File: src/design/fdrt_pkg.sv
package fdrt_pkg;

  localparam int STORE_DEPTH = 65536;
  localparam int SAMPLE_BITS = 16;
  localparam int FRAC_BITS   = 8;

  localparam int ADDR_W      = (STORE_DEPTH > 1) ? $clog2(STORE_DEPTH) : 1;
  localparam int DELAY_W     = 24;
  localparam int FB_W        = 15;
  localparam int MIX_GAIN_W  = 16;
  localparam int GAIN_SHIFT  = 15;
  localparam int CFG_IDX_W   = 3;
  localparam int CFG_DATA_W  = 24;

  localparam int FB_PROD_W   = SAMPLE_BITS + FB_W + 1;
  localparam int MIX_PROD_W  = SAMPLE_BITS + MIX_GAIN_W + 1;
  localparam int MIX_SUM_W   = MIX_PROD_W + 1;

  localparam logic [FB_W-1:0]       FB_CAP         = FB_W'(32440);
  localparam logic [MIX_GAIN_W-1:0] UNITY_GAIN     = MIX_GAIN_W'(32768);
  localparam logic [MIX_GAIN_W-1:0] WET_GAIN_RST   = MIX_GAIN_W'(16384);
  localparam logic [DELAY_W-1:0]    ONE_SAMPLE     = DELAY_W'(2 ** FRAC_BITS);
  localparam logic [DELAY_W-1:0]    TARGET_RST     = DELAY_W'(256);
  localparam logic [DELAY_W-1:0]    RAMP_STEP_RST  = DELAY_W'(256);

  localparam logic signed [SAMPLE_BITS-1:0] SAMPLE_MAX = {1'b0, {(SAMPLE_BITS-1){1'b1}}};
  localparam logic signed [SAMPLE_BITS-1:0] SAMPLE_MIN = {1'b1, {(SAMPLE_BITS-1){1'b0}}};

  typedef logic signed [SAMPLE_BITS-1:0] sample_t;
  typedef logic [ADDR_W-1:0] addr_t;

  typedef enum logic [CFG_IDX_W-1:0] {
    REG_TARGET_DELAY  = 3'd0,
    REG_RAMP_STEP     = 3'd1,
    REG_FEEDBACK_GAIN = 3'd2,
    REG_WET_GAIN      = 3'd3,
    REG_DRY_GAIN      = 3'd4
  } cfg_reg_t;

  typedef struct packed {
    logic                  we;
    logic [CFG_IDX_W-1:0]  idx;
    logic [CFG_DATA_W-1:0] data;
  } cfg_wr_t;

endpackage

File: src/design/fdrt_ramp.sv
module fdrt_ramp import fdrt_pkg::*; (
  input  logic    clk,
  input  logic    rst_n,
  input  cfg_wr_t cfg_wr,
  input  logic    advance,
  output addr_t   delay_int
);

  logic [DELAY_W-1:0] tgt_r, step_r, cur_r;
  logic               active_r;

  logic [DELAY_W:0]   diff, diff_neg;
  logic               below;
  logic [DELAY_W-1:0] mag, moved, tgt_wr;
  logic               snap;
  logic [31:0]        d_ext, d_clamp;

  // distance and step toward the target
  always_comb begin
    diff     = {1'b0, tgt_r} - {1'b0, cur_r};
    diff_neg = -diff;
    below    = diff[DELAY_W];
    mag      = below ? diff_neg[DELAY_W-1:0] : diff[DELAY_W-1:0];
    snap     = ({1'b0, mag} < {step_r, 1'b0});
    moved    = below ? (cur_r - step_r) : (cur_r + step_r);
  end

  always_comb begin
    tgt_wr = cfg_wr.data[DELAY_W-1:0];
    if (tgt_wr < ONE_SAMPLE) begin
      tgt_wr = ONE_SAMPLE;
    end
  end

  always_ff @(posedge clk) begin
    if (!rst_n) begin
      tgt_r    <= TARGET_RST;
      step_r   <= RAMP_STEP_RST;
      cur_r    <= ONE_SAMPLE;
      active_r <= 1'b1;
    end else if (cfg_wr.we) begin
      unique case (cfg_reg_t'(cfg_wr.idx))
        REG_TARGET_DELAY: begin
          tgt_r    <= tgt_wr;
          active_r <= 1'b1;
        end
        REG_RAMP_STEP: begin
          step_r <= cfg_wr.data[DELAY_W-1:0];
        end
        default: ;
      endcase
    end else if (advance && active_r) begin
      cur_r    <= snap ? tgt_r : moved;
      active_r <= !snap;
    end
  end

  // integer delay held between one sample and one less than the store depth
  always_comb begin
    d_ext = 32'(cur_r[DELAY_W-1:FRAC_BITS]);
    priority if (d_ext == 32'd0) begin
      d_clamp = 32'd1;
    end else if (d_ext > 32'(STORE_DEPTH - 1)) begin
      d_clamp = 32'(STORE_DEPTH - 1);
    end else begin
      d_clamp = d_ext;
    end
  end

  assign delay_int = d_clamp[ADDR_W-1:0];

endmodule

File: config.mk
export PLATFORM = sky130hd
export DESIGN_NAME = fdrt_ramp
export DESIGN_NICKNAME = d
export VERILOG_FILES = /design/src/design/fdrt_pkg.sv /design/src/design/fdrt_ramp.sv
export SDC_FILE = /design/constraint.sdc
export NUM_CORES = 1
export LEC_CHECK = 0
export BUFFER_PORTS_ARGS = -buffer_cell sky130_fd_sc_hd__buf_2
export CORE_ASPECT_RATIO = 0.8
export CORE_MARGIN = 3
export CORE_UTILIZATION = 31
export CTS_CLUSTER_SIZE = 30
export DETAILED_ROUTE_END_ITERATION = 7
export SYNTH_ARGS = -nofsm -noshare
export SYNTH_HDL_FRONTEND = slang
export SYNTH_SLANG_ARGS = --single-unit
File: constraint.sdc
create_clock -name clk -period 6.14 [get_ports clk]
set_input_delay 0.307 -clock clk [delete_from_list [all_inputs] [get_ports clk]]
set_output_delay 0.307 -clock clk [all_outputs]
set_load 0.005 [all_outputs]
==> metrics.md, run 1 <==
| Metric | Value |
|---|---|
| Root buffer cell | `clkbuf_16` |
| Layout cell share with drive strength beyond 1 | `0.128` |
| Nets | `between 1000 and 1500` |
| Hold path endpoint | `tgt_r[8]` |
| Area share of the largest cell type after synthesis | `0.206` |
| Antenna Cells | `0` |
| Clock Tree Buf Depth | `2` |
| Highest clock rate | `between 0.15 and 0.2 GHz` |
| Syn Inst Count | `908` |
| DR vias/cell | `5.35` |
| Initial DRT Pass Iterations | `7` |
| Worst vdd ir | `0.569 mV` |
| Seq/Total Area, Yosys | `0.206` |
| Clock latency on the worst-skew pair | `0.34 ns` |
| Detail Placement HPWL | `around 17000 µm` |
| Reg2Reg Depth | `25` |
| Post-synth EDFFs | `0` |
| Synth cell types | `92` |
| Worst Skew | `around 0.0063 ns` |
| CTS buffer count | `9` |
| Ys flop type | `dfxtp_1` |
| Fraction of registers with async set/reset | `0` |
| CP required | `6.32 ns` |
| Net Count, Synth | `slightly above 1000` |
| RSZ-0062 raised after global routing | `false` |
| YS warnings | `0` |
| Die W | `175 µm` |
| Hold crit path type | `input pin to flop` |
| First-pass GRT wire length | `between 30000 and 40000 µm` |
| Ranking of synthesized cells by area | `dfxtp_1 21%, ha_1 13%, xnor2_1 7.0%` |
| Clk sinks | `73` |
| Critical path fanouts, max | `11` |
| Total Wirelength | `approximately 22000 µm` |
| Die area | `roughly 25000 µm²` |
| Largest net degree at the start of global routing | `82` |
| # rows | `48` |
| Final min period | `roughly 5.8 ns` |
| Congestion Overflow GR | `0` |
| R2r setup slk | `~0.37 ns` |
| Crit start category | `flop` |
| Slew @ Worst Pin | `1.05 ns` |
| DR DRC count | `0` |
| WL/cell | `17.9 µm` |
| Hold path depth | `3` |
| Final Max Slew Viols | `0` |
| Core Region | `roughly 22000 µm²` |
| Vias | `6645` |
| Setup TNS Final | `0 ns` |
| Worst Hold Launch | `cfg_wr[8]` |
| Yosys reg bits | `73` |
| Post-layout power | `between 4000 and 5000 µW` |
| CTS Hold Buffers Added | `0` |
| Crit end category | `flop` |
| Clock transition at path regs | `approximately 0.060 ns` |
| Ports | `47` |
| Status | `completed` |
| Yosys top cell by area | `dfxtp_1` |
| IO buf count | `46` |
| Die H | `about 140 µm` |
| Mapped Avg Cell Area | `slightly below 8 µm²` |
| GPL Wtd Cong | `roughly 0.9` |
| Pwr dens | `about 600 nW/µm²` |
| Post-Syn Area | `about 7100 µm²` |
| Slew margin rel. | `0.294` |
| CTS tree | `done` |
| Initial antenna violation count | `0` |
| Initial core utilization | `0.322` |
| Reg-to-reg endpoint | `cur_r[8]` |
| Final hold violations | `0` |
| R2r startpoint | `tgt_r[0]` |
| DRT antenna net count | `0` |
| GRT Overall Usage | `0.177` |
| WP data arrival | `about 6 ns` |
| Initial DRC Count | `slightly above 600` |
| Max-cap violations | `0` |
| Leakage | `0.00320 µW` |
| Crit Path Category | `flop to flop` |
| CTS H-tree depth | `3` |
| Final setup fails | `0` |
| Fin crit share | `0.940` |
| Vias in the first global route | `about 6100` |
| Layout area overhead | `12.7%` |
[critical path, cell delays in order (launching register included)]
cell       delay [ns]
dfxtp_1          0.36
inv_1            0.06
ha_1             0.21
fa_1             0.60
ha_1             0.21
nand2_1          0.05
nor2_1           0.09
mux2i_1          0.09
or3_1            0.39
or3_1            0.46
nor4_2           0.32
nand2_1          0.13
o21ai_1          0.18
xnor2_1          0.15
ha_1             0.27
a21o_1           0.19
a21o_1           0.17
a21oi_1          0.14
nor2_1           0.06
a2111oi_1        0.33
o32ai_1          0.14
a221o_1          0.33
nor2_4           0.13
buf_4            0.24
mux2i_1          0.22
o211ai_1         0.09
[kinds of logic after synthesis]
kind of cell,count (synthesis),share of synthesized area
compound gates,266,0.263
xor+xnor,82,0.106
fa+ha+maj,73,0.131
buf+inv,112,0.0616
flops,73,0.206
mux,19,0.0276
simple gates,283,0.205
[per-stage QoR]
stage / hold slack, ns / instance area [µm²] / std cells / utilization / worst slack, ns
after global placement: 0.456 / 7660 / 1227 / 0.349 / 0.331
after global routing: 0.224 / 7980 / 1242 / 0.363 / 0.00614
after floorplan: 0.431 / 7080 / 908 / - / 0.839
after CTS: 0.212 / 7960 / 1242 / 0.362 / 0.160
after detailed placement: 0.470 / 7660 / 1227 / 0.349 / 0.232
final: 0.222 / 7980 / 1242 / 0.363 / 0.368
[power breakdown]
| group | internal, µW | leakage (µW) | total (µW) | switching, µW |
|---|---|---|---|---|
| clock | 315 | 0.000142 | 548 | 233 |
| combinational | 1590 | 0.00246 | 3590 | 2000 |
| sequential | 525 | 0.000594 | 598 | 73.2 |
[flip-flops by register name (all words and copies together), names as in the netlist]
| register | flops |
|---|---|
| active_r | 1 |
| tgt_r | 24 |
| cur_r | 24 |
| step_r | 24 |
[per-layer routing]
| layer | wire length, µm | track usage | vias to the layer above |
|---|---|---|---|
| met2 | 7920 | 0.230 | 226 |
| met4 | 286 | 0.0369 | 0 |
| met3 | 2150 | 0.0390 | 19 |
| met5 | 0 | 0 | - |
| met1 | 11800 | 0.289 | 3087 |
| li1 | - | - | 3313 |
[cell type report]
type	instances	area [µm²]
Clock buffer	9	225
Clock inverter	6	68.8
Fill cell	2318	14000
Inverter	62	233
Multi-Input combinational cell	723	5210
Sequential cell	73	1460
Tap cell	300	375
Timing Repair Buffer	69	407
[synthesized netlist by cell type, types with 3 or more instances]
| cell type | n |
|---|---|
| mux2i_1 | 18 |
| or4_1 | 7 |
| nand2_1 | 111 |
| nor4_1 | 8 |
| nand3_1 | 16 |
| o211ai_1 | 8 |
| dfxtp_1 | 73 |
| a31oi_1 | 5 |
| o21ai_1 | 10 |
| nor2b_1 | 14 |
| o21a_1 | 8 |
| or3_1 | 11 |
| nand4_1 | 13 |
| a21o_1 | 19 |
| a21boi_0 | 39 |
| o31ai_1 | 14 |
| nor3_1 | 10 |
| a211oi_2 | 3 |
| and3_1 | 6 |
| nand2b_1 | 3 |
| clkbuf_1 | 46 |
| o21bai_1 | 7 |
| xnor2_1 | 57 |
| o21ai_0 | 38 |
| inv_1 | 62 |
| o311ai_1 | 3 |
| nor2_1 | 50 |
| xor2_1 | 23 |
| and2_1 | 4 |
| a21oi_1 | 53 |
| a221o_1 | 4 |
| a22oi_1 | 8 |
| ha_1 | 71 |
| a211oi_1 | 10 |
[worst max path at each step]
stage               startpoint         to  slack [ns]
finish                tgt_r[0]   cur_r[8]        0.37
global route          tgt_r[0]  cur_r[22]       0.006
CTS                   cur_r[1]  cur_r[10]        0.16
detailed placement    cur_r[1]  cur_r[10]        0.23
global placement      tgt_r[0]   cur_r[9]        0.33
floorplan             tgt_r[0]   cur_r[8]        0.84
[placed cells by master, fill, tap and decap left out, types with 3 or more instances in the layout]
master and instances:
a22oi_1 8, xnor2_1 56, nor2_1 50, a31oi_1 5
or4_1 7, o311ai_1 3, a21oi_1 53, a211oi_1 10
clkbuf_16 9, or3_1 11, nor3_1 10, nand3_1 16
a211oi_2 3, o21ai_0 37, o21ai_1 11, o211ai_1 8
dfxtp_1 73, mux2i_1 18, nand4_1 13, and3_1 6
ha_1 71, nor2b_1 14, a21o_1 19, nand2_1 111
a21boi_0 38, o21a_1 8, nand2b_1 3, xor2_1 22
inv_1 62, o31ai_1 14, o21bai_1 7, buf_2 46
and2_1 4, nor4_1 7, buf_4 22, a221o_1 4
[what timing repair did]
action / in CTS / in global routing
buffers inserted: 0 / 0
resized for setup: 0 / 7
setup endpoints to repair: 0 / 24
No activity file was read; power rests on OpenSTA's default activity.
==> run 2, diff against run 1 <==
--- a/config.mk
+++ b/config.mk
@@ -5,6 +5,7 @@
 export SDC_FILE = /design/constraint.sdc
 export NUM_CORES = 1
 export LEC_CHECK = 0
+export ABC_AREA = 1
 export BUFFER_PORTS_ARGS = -buffer_cell sky130_fd_sc_hd__buf_2
 export CORE_ASPECT_RATIO = 0.8
 export CORE_MARGIN = 3
==> run 2 against run 1 <==
  * Synthesized area increased by 3.6%
  * Via count up 14%
  * Setup slack gained 0.64 ns
  * Critical path type unchanged
  * Final cell count increased by 19%
  * Non-clock buffer count shrank 17
  * Die area increased by 3.5%
  * Maximum frequency is 12% higher
  * First-iteration DRC count grew 43%
  * Core utilization shrank 0.82 points
  * Worst hold slack gained 0.026 ns
  * Global-route usage up 1.7 points
  * Register-to-register slack better by 0.64 ns
==> metrics.md, run 2 <==
| Metric | Value |
|---|---|
| Critical path fanouts, max | `26 (was 11)` |
| Most common cell in the netlist | `nand2_1 (unchanged)` |
| Crit start category | `flop (unchanged)` |
| Slew @ Worst Pin | `1.05 ns (about the same)` |
| Seq/Total Area, Yosys | `0.199 (was 0.206)` |
| Yosys reg bits | `73 (unchanged)` |
| # rows | `49 (was 48)` |
| Nets | `1274 (was 1042)` |
| CTS H-tree depth | `3 (unchanged)` |
| Vias | `7569 (was 6645)` |
| Slew margin rel. | `0.299 (was 0.294)` |
| R2r startpoint | `cur_r[6] (was tgt_r[0])` |
| Final min period | `5.13 ns (was 5.77 ns)` |
| Synth cell types | `44 (was 92)` |
| CP peak stage delay | `0.41 ns (was 0.60 ns)` |
| GRT Overall Usage | `0.194 (was 0.177)` |
| GR Util met1 | `0.297 (was 0.289)` |
| Die H | `144 µm (was 141 µm)` |
| GRT met2 Usage | `0.287 (was 0.230)` |
| Net Count, Synth | `1257 (was 1012)` |
| Initial DRT Pass Iterations | `5 (was 7)` |
| Status | `completed (unchanged)` |
| CTS tree | `done (unchanged)` |
| Max-cap violations | `0 (unchanged)` |
| Filler cell count | `2529 (was 2318)` |
| Core Region | `22900 µm² (was 22000 µm²)` |
| Setup TNS Final | `0 ns (unchanged)` |
| Initial DRC Count | `872 (was 608)` |
| Delay-heaviest family, CP | `simple AND/OR/NAND/NOR gates (unchanged)` |
| Ranking of synthesized cells by area | `dfxtp_1 20%, ha_1 12%, nand2_1 11% (was dfxtp_1 21%, ha_1 13%, xnor2_1 7.0%)` |
| Critical Path Source | `cur_r[6] (was tgt_r[0])` |
| Crit Path Category | `flop to flop (unchanged)` |
| Highest clock rate | `0.195 GHz (was 0.173 GHz)` |
| Layout area overhead | `10.6% (was 12.7%)` |
| GR peak layer | `met1 (unchanged)` |
| Final hold violations | `0 (unchanged)` |
| GRT met3 Usage | `0.0359 (was 0.0390)` |
| GPL Wtd Cong | `0.965 (was 0.909)` |
| DRT antenna net count | `0 (unchanged)` |
| Fin crit share | `0.836 (was 0.940)` |
| Worst path bufs/invs | `3 (was 2)` |
| Post-synth EDFFs | `0 (unchanged)` |
| Final setup fails | `0 (unchanged)` |
| Cells after DPL | `1465 (was 1227)` |
| Antenna Cells | `0 (unchanged)` |
| Mapped Avg Cell Area | `6.37 µm² (was 7.80 µm²)` |
| Yosys top cell by area | `dfxtp_1 (unchanged)` |
| WP data arrival | `5.33 ns (was 5.95 ns)` |
| Root buffer cell | `clkbuf_16 (unchanged)` |
| Ports | `47 (unchanged)` |
| Largest net degree at the start of global routing | `47 (was 82)` |
| Congestion Overflow GR | `0 (unchanged)` |
| CTS Hold Buffers Added | `0 (unchanged)` |
| YS warnings | `0 (unchanged)` |
| Layout cell share with drive strength beyond 1 | `0.0801 (was 0.128)` |
| Area share of the largest cell type after synthesis | `0.199 (was 0.206)` |
| Detail Placement HPWL | `19700 µm (was 17300 µm)` |
| Largest registers | `cur_r: 24 flops, step_r: 24 flops, tgt_r: 24 flops (unchanged)` |
| Die W | `178 µm (was 175 µm)` |
| RSZ-0062 raised after global routing | `false (unchanged)` |
| Most common cell after layout, fill and taps aside | `nand2_1 (unchanged)` |
| Critical Path Slowest Stage Cell | `xnor2_1 (was fa_1)` |
| Hold crit path type | `input pin to flop (unchanged)` |
| DR DRC count | `0 (unchanged)` |
| Syn Inst Count | `1153 (was 908)` |
| Most frequent cells in the layout | `218 x nand2_1, 171 x inv_1, 123 x a21oi_1 (was 111 x nand2_1, 73 x dfxtp_1, 71 x ha_1)` |
| Total Wirelength | `24800 µm (was 22200 µm)` |
| Die area | `25600 µm² (was 24700 µm²)` |
| Worst Skew | `0.00982 ns (was 0.00633 ns)` |
| Ys flop type | `dfxtp_1 (unchanged)` |
| First-pass GRT wire length | `38600 µm (was 34300 µm)` |
| WL/cell | `16.8 µm (was 17.9 µm)` |
| Initial core utilization | `0.321 (was 0.322)` |
| Post-CTS Resized | `0 (unchanged)` |
| Worst Hold Launch | `cfg_wr[27] (was cfg_wr[8])` |
| DR vias/cell | `5.11 (was 5.35)` |
| Post-Syn Area | `7340 µm² (was 7080 µm²)` |
| Initial antenna violation count | `0 (unchanged)` |
| CTS buffer count | `9 (unchanged)` |
| Final std cells w/o fill | `1480 (was 1242)` |
| Top post-synthesis cells by count | `218 x nand2_1, 171 x inv_1, 123 x a21oi_1, 95 x nor2_1, 92 x nand3_1 (was 111 x nand2_1, 73 x dfxtp_1, 71 x ha_1, 62 x inv_1, 57 x xnor2_1)` |
| Vias in the first global route | `6825 (was 6096)` |
| Clock latency on the worst-skew pair | `0.36 ns (was 0.34 ns)` |
| Fraction of registers with async set/reset | `0 (unchanged)` |
| Clock Tree Buf Depth | `2 (unchanged)` |
| Crit end category | `flop (unchanged)` |
| CP required | `6.33 ns (was 6.32 ns)` |
| Top cell by count, worst path | `nand2_1 (was ha_1)` |
| Clk sinks | `73 (unchanged)` |
| IO buf count | `46 (unchanged)` |
| Clock transition at path regs | `0.06 ns (about the same)` |
| Post-CTS Setup Bufs | `0 (unchanged)` |
| Final Max Slew Viols | `0 (unchanged)` |
## run 2: cell count changes in the layout (fill, tap and decap cells not counted), moves of 39 or more
cell	previous run	this run
nor2_1	50	94
nand2_1	111	218
a21oi_1	53	123
xnor2_1	56	17
xor2_1	22	63
inv_1	62	171
nand3_1	16	92
## run 2: final timing paths
kind              depth (start not counted)  slack [ns]        end
setup / recovery                         26        1.01  cur_r[18]
hold / removal                            3        0.25   active_r
setup reg to reg                         26        1.01  cur_r[18]
hold reg to reg                           2        0.49   cur_r[0]
## run 2: kinds of logic after synthesis
logic type / synth area share
simple gates: 0.281
buf+inv: 0.117
xor+xnor: 0.0976
compound gates: 0.179
fa+ha+maj: 0.126
flops: 0.199
## run 2: stage by stage
step           setup WS (ns)  area (µm²)  utilization  hold WS (ns)
2_1_floorplan           1.90        7340            -         0.437
3_3_place_gp            1.12        7800        0.341         0.484
3_5_place_dp            1.09        7800        0.341         0.480
4_1_cts                 1.05        8120        0.355         0.241
5_1_grt                0.601        8120        0.355         0.251
6_report                1.01        8120        0.355         0.248
## run 2: tightest hold or removal path: stages
cell	delay [ns]
buf_2	0.12
o22ai_1	0.08
nand3_1	0.06
## run 2: per-layer routing
metal	vias up	routed length [µm]
met3	18	1780
met4	0	204
met2	248	10100
met5	-	0
li1	3833	-
met1	3470	12700
## run 2: cell type report
cell class	instances	area (µm²)	area share
Clock buffer	9	225	0.0277
Clock inverter	6	90.1	0.0111
Inverter	175	657	0.0809
Multi-Input combinational cell	859	5030	0.619
Sequential cell	73	1460	0.180
Tap cell	306	383	0.0472
Timing Repair Buffer	52	275	0.0339
Power of run 2 is not shown: default switching activity piles up to over one toggle a cycle in this logic, so the estimate is an artifact.
